<file path="src/rtl/core/dsr_pkg.sv">
// Shared widths, reset values and register indexes for the status reporter.
package dsr_pkg;

    localparam int PIN_COUNT  = 5;
    localparam int CNT_W      = 4;
    localparam int TICK_W     = 8;
    localparam int FRAME_W    = 6;
    localparam int ID_W       = 8;
    localparam int CFG_IDX_W  = 2;
    localparam int CFG_DATA_W = 8;

    typedef logic [CNT_W-1:0]     count_t;
    typedef logic [TICK_W-1:0]    tick_t;
    typedef logic [FRAME_W-1:0]   frame_t;
    typedef logic [ID_W-1:0]      node_t;
    typedef logic [PIN_COUNT-1:0] pins_t;
    typedef logic [CFG_IDX_W-1:0] cfg_idx_t;

    localparam cfg_idx_t REG_DEBOUNCE = 2'd0;
    localparam cfg_idx_t REG_REFRESH  = 2'd1;
    localparam cfg_idx_t REG_NODE_ID  = 2'd2;

    localparam count_t DEBOUNCE_RESET = 4'd3;
    localparam tick_t  REFRESH_RESET  = 8'd4;
    localparam node_t  NODE_ID_RESET  = 8'd2;
    localparam frame_t FRAME_RESET    = 6'h3F;
    localparam tick_t  TICK_SAT       = 8'hFF;

endpackage

</file>
<file path="src/rtl/core/dsr_if.sv">
// Request channels: pin samples in, status reports out.
interface dsr_sample_if;
    logic               valid;
    logic               ready;
    dsr_pkg::pins_t     pin_levels;
    logic               paired;
    logic               link_ready;

    modport source (output valid, pin_levels, paired, link_ready, input ready);
    modport sink   (input valid, pin_levels, paired, link_ready, output ready);
endinterface

interface dsr_report_if;
    logic               valid;
    logic               ready;
    dsr_pkg::node_t     sender_id;
    dsr_pkg::frame_t    status_frame;

    modport source (output valid, sender_id, status_frame, input ready);
    modport sink   (input valid, sender_id, status_frame, output ready);
endinterface

</file>
<file path="src/rtl/core/debounced_input_status_reporter_core.sv">
// A report is registered and appears in the cycle after the sample request that causes it.
// Throughput: one sample request per cycle unless a pending report is stalled; the
// report register frees itself in the same cycle the downstream side takes it.
// Reset (rst_n, asynchronous, active low): counters clear, the last frame
// becomes all ones, the tick age clears, registers take 3 / 4 / 2.
module debounced_input_status_reporter_core
(
    input  logic                      clk,
    input  logic                      rst_n,
    input  logic                      cfg_we,
    input  logic [dsr_pkg::CFG_IDX_W-1:0]  cfg_index,
    input  logic [dsr_pkg::CFG_DATA_W-1:0] cfg_data,
    dsr_sample_if.sink                sample,
    dsr_report_if.source              report
);
    import dsr_pkg::*;

    // configuration registers
    count_t debounce_reg;
    tick_t  refresh_reg;
    node_t  node_id_reg;

    // reporter state
    frame_t last_frame_reg;
    frame_t last_frame_next;
    tick_t  age_reg;
    tick_t  age_next;
    tick_t  age_aged;

    // report register
    logic   rpt_valid_reg;
    logic   rpt_valid_next;
    node_t  rpt_id_reg;
    frame_t rpt_frame_reg;

    logic   accept;
    logic   count_en;
    logic   send;
    pins_t  debounced;
    frame_t frame;

    // Take a new request whenever the report slot is empty or being drained.
    assign sample.ready = !rpt_valid_reg || report.ready;
    assign accept       = sample.valid && sample.ready;

    // Counters only move on paired ticks.
    assign count_en = accept && sample.paired;

    dsr_debounce u_debounce
    (
        .clk        (clk),
        .rst_n      (rst_n),
        .en         (count_en),
        .pin_levels (sample.pin_levels),
        .threshold  (debounce_reg),
        .debounced  (debounced)
    );

    // Bit 5 of the frame is always clear, so the reset value never matches.
    assign frame = {1'b0, debounced};

    always_comb
    begin
        // age first, saturating
        age_aged = (age_reg == TICK_SAT) ? age_reg : age_reg + tick_t'(1);

        send = sample.paired && sample.link_ready &&
               ((frame != last_frame_reg) || (age_aged >= refresh_reg));

        last_frame_next = last_frame_reg;
        age_next        = age_reg;
        if (accept)
        begin
            if (send)
            begin
                last_frame_next = frame;
                age_next        = '0;
            end
            else
            begin
                // unpaired, link not ready or nothing to say: keep aging, retry later
                age_next = age_aged;
            end
        end

        // drop the report once taken, load a new one on a sending tick
        if (accept)
            rpt_valid_next = send;
        else if (report.ready)
            rpt_valid_next = 1'b0;
        else
            rpt_valid_next = rpt_valid_reg;
    end

    always_ff @(posedge clk or negedge rst_n)
    begin
        if (!rst_n)
        begin
            debounce_reg <= DEBOUNCE_RESET;
            refresh_reg  <= REFRESH_RESET;
            node_id_reg  <= NODE_ID_RESET;
        end
        else if (cfg_we)
        begin
            case (cfg_index)
                REG_DEBOUNCE: debounce_reg <= cfg_data[CNT_W-1:0];
                REG_REFRESH:  refresh_reg  <= cfg_data[TICK_W-1:0];
                REG_NODE_ID:  node_id_reg  <= cfg_data[ID_W-1:0];
                default:      ; // unknown index: ignore the write
            endcase
        end
    end

    always_ff @(posedge clk or negedge rst_n)
    begin
        if (!rst_n)
        begin
            last_frame_reg <= FRAME_RESET;
            age_reg        <= '0;
            rpt_valid_reg  <= 1'b0;
        end
        else
        begin
            last_frame_reg <= last_frame_next;
            age_reg        <= age_next;
            rpt_valid_reg  <= rpt_valid_next;
        end
    end

    // Payload needs no reset.
    always_ff @(posedge clk)
    begin
        if (accept && send)
        begin
            rpt_id_reg    <= node_id_reg;
            rpt_frame_reg <= frame;
        end
    end

    assign report.valid        = rpt_valid_reg;
    assign report.sender_id    = rpt_id_reg;
    assign report.status_frame = rpt_frame_reg;

endmodule

</file>
<file path="src/rtl/core/dsr_debounce.sv">
// Bank of saturating hold counters, one per active-low pin.
module dsr_debounce
(
    input  logic            clk,
    input  logic            rst_n,
    input  logic            en,
    input  dsr_pkg::pins_t  pin_levels,
    input  dsr_pkg::count_t threshold,
    output dsr_pkg::pins_t  debounced
);
    import dsr_pkg::*;

    count_t cnt_reg  [PIN_COUNT];
    count_t cnt_next [PIN_COUNT];

    always_comb
    begin
        for (int i = 0; i < PIN_COUNT; i++)
        begin
            if (!pin_levels[i])
            begin
                // advance while below threshold, then hold
                if (cnt_reg[i] < threshold)
                    cnt_next[i] = cnt_reg[i] + count_t'(1);
                else
                    cnt_next[i] = cnt_reg[i];
                debounced[i] = (cnt_next[i] >= threshold);
            end
            else
            begin
                cnt_next[i]  = '0;
                debounced[i] = 1'b0;
            end
        end
    end

    always_ff @(posedge clk or negedge rst_n)
    begin
        if (!rst_n)
        begin
            for (int i = 0; i < PIN_COUNT; i++)
                cnt_reg[i] <= '0;
        end
        else if (en)
        begin
            for (int i = 0; i < PIN_COUNT; i++)
                cnt_reg[i] <= cnt_next[i];
        end
    end

endmodule
</file>
<file path="src/flat_wrapper.sv">
// flat-port wrapper written by rule: the top's interface ports become plain ports
module debounced_input_status_reporter_core_flat import dsr_pkg::*;
  (clk, rst_n, cfg_we, cfg_index, cfg_data, sample_valid, sample_pin_levels, sample_paired, sample_link_ready, sample_ready, report_valid, report_sender_id, report_status_frame, report_ready);
  dsr_sample_if sample_i ();
  dsr_report_if report_i ();
  input  logic clk;
  input  logic rst_n;
  input  logic cfg_we;
  input  logic [dsr_pkg::CFG_IDX_W-1:0] cfg_index;
  input  logic [dsr_pkg::CFG_DATA_W-1:0] cfg_data;
  input wire logic [$bits(sample_i.valid)-1:0] sample_valid;
  input wire logic [$bits(sample_i.pin_levels)-1:0] sample_pin_levels;
  input wire logic [$bits(sample_i.paired)-1:0] sample_paired;
  input wire logic [$bits(sample_i.link_ready)-1:0] sample_link_ready;
  output wire logic [$bits(sample_i.ready)-1:0] sample_ready;
  output wire logic [$bits(report_i.valid)-1:0] report_valid;
  output wire logic [$bits(report_i.sender_id)-1:0] report_sender_id;
  output wire logic [$bits(report_i.status_frame)-1:0] report_status_frame;
  input wire logic [$bits(report_i.ready)-1:0] report_ready;
  assign sample_i.valid = sample_valid;
  assign sample_i.pin_levels = sample_pin_levels;
  assign sample_i.paired = sample_paired;
  assign sample_i.link_ready = sample_link_ready;
  assign sample_ready = sample_i.ready;
  assign report_valid = report_i.valid;
  assign report_sender_id = report_i.sender_id;
  assign report_status_frame = report_i.status_frame;
  assign report_i.ready = report_ready;
  debounced_input_status_reporter_core u_core (.clk(clk), .rst_n(rst_n), .cfg_we(cfg_we), .cfg_index(cfg_index), .cfg_data(cfg_data), .sample(sample_i), .report(report_i));
endmodule
</file>
<file path="config.mk">
export PLATFORM = sky130hd
export DESIGN_NAME = debounced_input_status_reporter_core_flat
export DESIGN_NICKNAME = d
export VERILOG_FILES = /design/src/rtl/core/dsr_pkg.sv /design/src/rtl/core/dsr_if.sv /design/src/rtl/core/debounced_input_status_reporter_core.sv /design/src/rtl/core/dsr_debounce.sv /design/src/flat_wrapper.sv
export SDC_FILE = /design/constraint.sdc
export NUM_CORES = 1
export LEC_CHECK = 0
export BUFFER_PORTS_ARGS = -buffer_cell sky130_fd_sc_hd__buf_4
export CORE_MARGIN = 8
export CORE_UTILIZATION = 30
export DETAILED_ROUTE_END_ITERATION = 7
export PLACE_DENSITY = 0.52
export SYNTH_ARGS = -nofsm -noshare
export SYNTH_HDL_FRONTEND = slang
export SYNTH_SLANG_ARGS = --single-unit
</file>
<file path="constraint.sdc">
create_clock -name clk -period 8.3 [get_ports clk]
set_input_delay 1.245 -clock clk [delete_from_list [all_inputs] [get_ports clk]]
set_output_delay 1.245 -clock clk [all_outputs]
set_load 0.03 [all_outputs]
</file>
# Word-level counts from Yosys, hierarchy flattened
# Index checks and enable logic that the tools add are counted.
[word_totals]
regBits = 68
input_bits = 22
output_inout_bits = 16
[classes]
n_addsub = 6
magnitude_cmp = 11
eq_ne = 4
mux = 24
n_reduce_logical = 14
[op_table]
columns = ["operator", "count"]
rows = [
  ["2-to-1 mux 4 bit", 15],
  ["adder 4 x 1 -> 4 bit, second input constant", 5],
  [">= comparator 4 bit", 5],
  ["less-than comparator 4 bit", 5],
  ["2-to-1 mux 8 bit", 2],
  ["adder 8 x 1 -> 8 bit, second input constant", 1],
  ["== test 8 bit, second input constant", 1],
  [">= comparator 8 bit", 1],
  ["AND reduction 2 bit", 4],
  ["2-to-1 mux 1 bit", 7],
  ["inequality test 5 x 6 -> 1 bit", 1],
  ["logical AND 1 bit", 5],
  ["== test 2 x 1 -> 1 bit, second input constant", 1],
  ["== test 2 bit, second input constant", 1],
  ["logical NOT 2 bit", 1],
  ["logical OR 1 bit", 2],
  ["nonzero test 2 bit", 1],
  ["logical NOT 1 bit", 1],
]

# Logic depth before layout (Yosys ltp)
[logic_depth]
depth_word = 9
ltp_mapped = 15
ltp_nobuf = 14

# By module
# A second synthesis with hierarchy kept.
[hier_totals]
hier_cells = 398
hier_area_um2 = 4535.6
[modules_own_cells]
columns = ["mod", "n_inst", "cells_per_inst", "area_each_um2"]
rows = [
  ["dsr_debounce", 1, 229, 2302.2],
  ["debounced_input_status_reporter_core", 1, 169, 2233.4],
]

# Least setup slack after synthesis
# Ideal clock, no wire load.
[synth_timing]
kind = "reg2reg"
start = "reg u_core.debounce_reg[1]"
end = "reg u_core.age_reg[4]"
t_arrival_ns = 3.621
required_ns = 8.204
path_slack_ns = 4.583
path_stages_with_launch = 14
synth_period_minus_slack_ns = 3.717
cell_sequence = "dfstp_2 inv_1 ha_1 a21o_1 a21o_1 a21oi_2 mux2_2 ha_1 a2111oi_4 nor3_1 a2111oi_4 a31oi_4 buf_6 a311oi_2"
[synth_via]
elab_chain_cells = 9
[synth_rtl]
columns = ["element", "line", "text"]
rows = [
  ["from (decl)", "debounced_input_status_reporter_core.sv:19", "count_t debounce_reg;"],
  ["from (signal assigned)", "debounced_input_status_reporter_core.sv:106", "REG_DEBOUNCE: debounce_reg <= cfg_data[CNT_W-1:0];"],
  ["less-than comparator 4 bit", "dsr_debounce.sv:23", "if (cnt_reg[i] < threshold)"],
  ["2-to-1 mux 4 bit", "dsr_debounce.sv:23", ""],
  ["2-to-1 mux 4 bit", "dsr_debounce.sv:20", "if (!pin_levels[i])"],
  [">= comparator 4 bit *", "dsr_debounce.sv:27", "debounced[i] = (cnt_next[i] >= threshold);"],
  ["2-to-1 mux 1 bit *", "dsr_debounce.sv:20", ""],
  ["via u_core.debounced[1]", "debounced_input_status_reporter_core.sv:39", "pins_t debounced;"],
  ["inequality test 5 x 6 -> 1 bit *", "debounced_input_status_reporter_core.sv:68", "((frame != last_frame_reg) || (age_aged >= refresh_reg));"],
  ["logical OR 1 bit *", "debounced_input_status_reporter_core.sv:68", ""],
  ["logical AND 1 bit *", "debounced_input_status_reporter_core.sv:67", "send = sample.paired && sample.link_ready &&"],
  ["2-to-1 mux 8 bit *", "debounced_input_status_reporter_core.sv:74", "if (send)"],
  ["to (signal assigned)", "debounced_input_status_reporter_core.sv:125", "age_reg <= age_next;"],
  ["to (decl)", "debounced_input_status_reporter_core.sv:26", "tick_t age_reg;"],
]
# The timed path passes the listed nets; every way through them passes the cells marked *. The select of a mux whose other input is x is not followed.
# A chain may end at the register's enable or synchronous reset.

# Worst setup path in the final report
[layout_timing]
start = "reg u_core.debounce_reg[1]"
end = "reg u_core.last_frame_reg[2]"
[layout_via]
elab_chain_cells = 9
[layout_rtl]
columns = ["element", "line", "text"]
rows = [
  ["less-than comparator 4 bit", "dsr_debounce.sv:23", ""],
  ["2-to-1 mux 4 bit", "dsr_debounce.sv:23", ""],
  ["2-to-1 mux 4 bit", "dsr_debounce.sv:20", ""],
  [">= comparator 4 bit *", "dsr_debounce.sv:27", ""],
  ["2-to-1 mux 1 bit *", "dsr_debounce.sv:20", ""],
  ["via u_core.debounced[1]", "debounced_input_status_reporter_core.sv:39", ""],
  ["inequality test 5 x 6 -> 1 bit *", "debounced_input_status_reporter_core.sv:68", ""],
  ["logical OR 1 bit *", "debounced_input_status_reporter_core.sv:68", ""],
  ["logical AND 1 bit *", "debounced_input_status_reporter_core.sv:67", ""],
  ["AND reduction 2 bit (no source line) *", "-", ""],
  ["to (signal assigned)", "debounced_input_status_reporter_core.sv:124", "last_frame_reg <= last_frame_next;"],
  ["to (decl)", "debounced_input_status_reporter_core.sv:24", "frame_t last_frame_reg;"],
]
# Marked as above.

==> impl_metrics.env <==
export IMPL_wirelength_um=9750
export IMPL_cts_buffer_depth=2
export IMPL_cts_tree="yes"
export IMPL_path_cells="inv_1 -> ha_1 -> a21o_1 -> a21o_1 -> a21oi_2 -> mux2_2 -> ha_1 -> a2111oi_4 -> nor3_1 -> a2111oi_4 -> a31oi_4 -> mux2_2"
export IMPL_dp_hpwl_um=6930
export IMPL_vias=3227
export IMPL_syn_inst=425
export IMPL_largest_reg_flops=20
export IMPL_leakage_nw=2.36
export IMPL_synthAdderAreaFrac_pct=13.6
export IMPL_crit_required_ns=8.57
export IMPL_rows=45
export IMPL_synth_ff_type="dfrtp_1"
export IMPL_ys_ff_latch=68
export IMPL_synth_simple_area_share_pct=13.9
export IMPL_status="complete, no violations"
export IMPL_place_ws_ns=3.80
export IMPL_grt_max_degree=56
export IMPL_grt_overflow=0
export IMPL_slowest_stage="a31oi_4"
export IMPL_drt_iter0_markers=236
export IMPL_route_detailed_drc=0
export IMPL_peakVddDrop_uv=108
export IMPL_maxCapViolCount=0
export IMPL_rsz0062_at_grt="false"
export IMPL_area_delta_synth_final_pct=16.3
export IMPL_worstSetupEndpoint="u_core.last_frame_reg[2]"
export IMPL_timing_rr_end="u_core.last_frame_reg[2]"
export IMPL_period_minus_slack_ns=4.48
export IMPL_cts_clk_slew_worst_paths_ns=0.06
export IMPL_placed_cell_area_um2=4940
export IMPL_numCtsBuffers=9
export IMPL_endpoint_kind="register"
export IMPL_power_density_nw_per_um2=305
export IMPL_post_drt_via_cell_ratio=4.96
export IMPL_clk_latency_ns=0.34
export IMPL_rr_worst_depth=12
export IMPL_cts_hold_buf=0
export IMPL_cp_start_kind="register"
export IMPL_synth_async_reset_ratio_pct=80.9
export IMPL_fmax_ghz=0.223
export IMPL_grt_pass1_wl_um=16900
export IMPL_dieArea_um2=19200
export IMPL_first_pass_iters=6
export IMPL_clock_sinks=68
export IMPL_root_buffer="clkbuf_16"
export IMPL_start_util_pct=30.2
export IMPL_r2r_setup_slack_ns=3.82
export IMPL_synth_cell_type_count=57
export IMPL_place_congestion=0.779
export IMPL_drive_gt1_share_pct=23.4
export IMPL_ioPinCount=38
export IMPL_portBuffers=36
export IMPL_setup_tns_ns=0
export IMPL_postCtsSetupBuffers=0
export IMPL_crit_fanout=26
export IMPL_synth_edf_count=13
export IMPL_worst_pin_slew_ns=0.879
export IMPL_finalMaxSlewViolations=0
export IMPL_antenna_found_initial=0
export IMPL_drtAntennaViolNets=0
export IMPL_r2r_start="u_core.debounce_reg[1]"
export IMPL_syn_cell_area_um2=4510
export IMPL_yosysWarnings=0
export IMPL_die_width_um=139
export IMPL_critPathArrivalTime_ns=4.75
export IMPL_hp_class="register to register"
export IMPL_h_tree_depth=3
export IMPL_power_w=0.00160
export IMPL_worst_slack_ns=3.82
export IMPL_setup_viol=0
export IMPL_ys_seq_area_share_pct=39.4
export IMPL_final_nets=528
export IMPL_muxShareOfSynthArea_pct=8.79
export IMPL_grt_pass1_vias=3256
export IMPL_critPathLaunch="u_core.debounce_reg[1]"
export IMPL_die_h_um=139
export IMPL_synth_compound_area_share_pct=16.3
export IMPL_slew_headroom_pct=41.4
export IMPL_cts_resized_gates=0
export IMPL_fin_skew_ns=0.00455
export IMPL_synth_top_family_by_area="compound AO/OA/AOI/OAI gates"
export IMPL_finalHoldViolCount=0
export IMPL_cpPeakStageDelay_ns=0.73
export IMPL_syn_avg_cell_area_um2=10.6
export IMPL_critPathKind="register to register"
export IMPL_grt_use_total_pct=10.7
export IMPL_core_um2=14900
export IMPL_synthXorXnorAreaFrac_pct=4.27
export IMPL_wl_per_cell_um=15.0
export IMPL_finalInstanceArea_um2=5250
export IMPL_fin_crit_sh_pct=54.0
export IMPL_antennaDiodeCount=0
export IMPL_synth_nets=496
-- metal layers --
layer | global-route usage, % | vias to the layer above | share of wire (%)
met2 | 16.6 | 43 | 46
met4 | 2.72 | 0 | 1.1
met5 | 0 | - | 0
met1 | 14.1 | 1564 | 49
met3 | 3.53 | 7 | 4.0
li1 | - | 1613 | -
-- report_power, final --
part,switching (W),internal [W]
sequential,0.000106,0.000435
combinational,0.000337,0.000320
clock,0.000164,0.000237
-- worst min-delay path by stage --
stage	start	end	slack [ns]	depth (start not counted)
final	u_core.node_id_reg[5]	u_core.report.sender_id[5]	0.44	0
after global routing	u_core.node_id_reg[2]	u_core.report.sender_id[2]	0.46	0
after CTS	u_core.node_id_reg[0]	u_core.report.sender_id[0]	0.45	0
after detailed placement	u_core.node_id_reg[0]	u_core.report.sender_id[0]	0.43	0
after global placement	u_core.node_id_reg[6]	u_core.report.sender_id[6]	0.42	0
after floorplan	u_core.node_id_reg[0]	u_core.report.sender_id[0]	0.42	0
-- cells in the final DEF, fill, tap and decap left out, drive strengths merged, types with 5 or more instances in the layout --
master and n:
o21ai 14, nor3b 5, or3 8, dfrtp 45, nand4 5, nand3 8, xnor2 17, dfstp 10
nor2 33, buf 37, nand2b 13, mux2i 7, a21oi 16, nand2 33, clkbuf 9, ha 49
o211ai 9, xor2 5, a21o 12, a22o 8, inv 24, mux2 29, and3 7, a211o 6
edfxtp 13
-- per-stage QoR --
stage / utilization (%) / hold WS (ns) / instances
2_1_floorplan: - / 0.419 / 425
3_3_place_gp: 33.1 / 0.422 / 634
3_5_place_dp: 33.1 / 0.429 / 634
4_1_cts: 35.2 / 0.445 / 650
5_1_grt: 35.2 / 0.457 / 650
6_report: 35.2 / 0.443 / 650
-- synth_stat cells, types with 9 or more instances --
| master | count | area share [%] |
|---|---|---|
| o211ai_1 | 9 | 1.5 |
| edfxtp_1 | 13 | 8.7 |
| clkbuf_1 | 10 | 0.83 |
| inv_1 | 21 | 1.7 |
| a21oi_1 | 11 | 1.2 |
| dfstp_2 | 10 | 5.8 |
| dfrtp_1 | 45 | 25 |
| xnor2_1 | 17 | 3.3 |
| nor2_1 | 32 | 2.7 |
| nand2_1 | 33 | 2.7 |
| mux2_2 | 29 | 7.2 |
| o21ai_0 | 14 | 1.6 |
| nand2b_1 | 12 | 1.7 |
| a21o_1 | 12 | 2.0 |
| ha_1 | 49 | 14 |
-- cells by family after synthesis --
| family | after synthesis |
|---|---|
| mux | 36 |
| other cells | 1 |
| simple gates | 124 |
| flops | 68 |
| xor+xnor | 22 |
| fa+ha+maj | 49 |
| buf+inv | 37 |
| compound gates | 88 |
-- layout make-up --
cell class	count	area, um2
inverter	21	78.8
fill	1476	9670
timing repair buffer	37	278
clock buffer	9	225
sequential	68	1780
tap	188	235
multi-input combinational	320	2570
clock inverter	7	82.6
-- worst max-delay path, delay by kind of cell, from the launching register on --
kind                     cells  cell delay (ns)
AO/OA/AOI/OAI                6             1.65
adder cells (fa/ha/maj)      2             0.67
buffers and inverters        1             0.19
flip-flops                   1             0.51
multiplexers                 2             0.82
AND/OR/NAND/NOR              1             0.56
No activity file was read; power rests on OpenSTA's default activity.
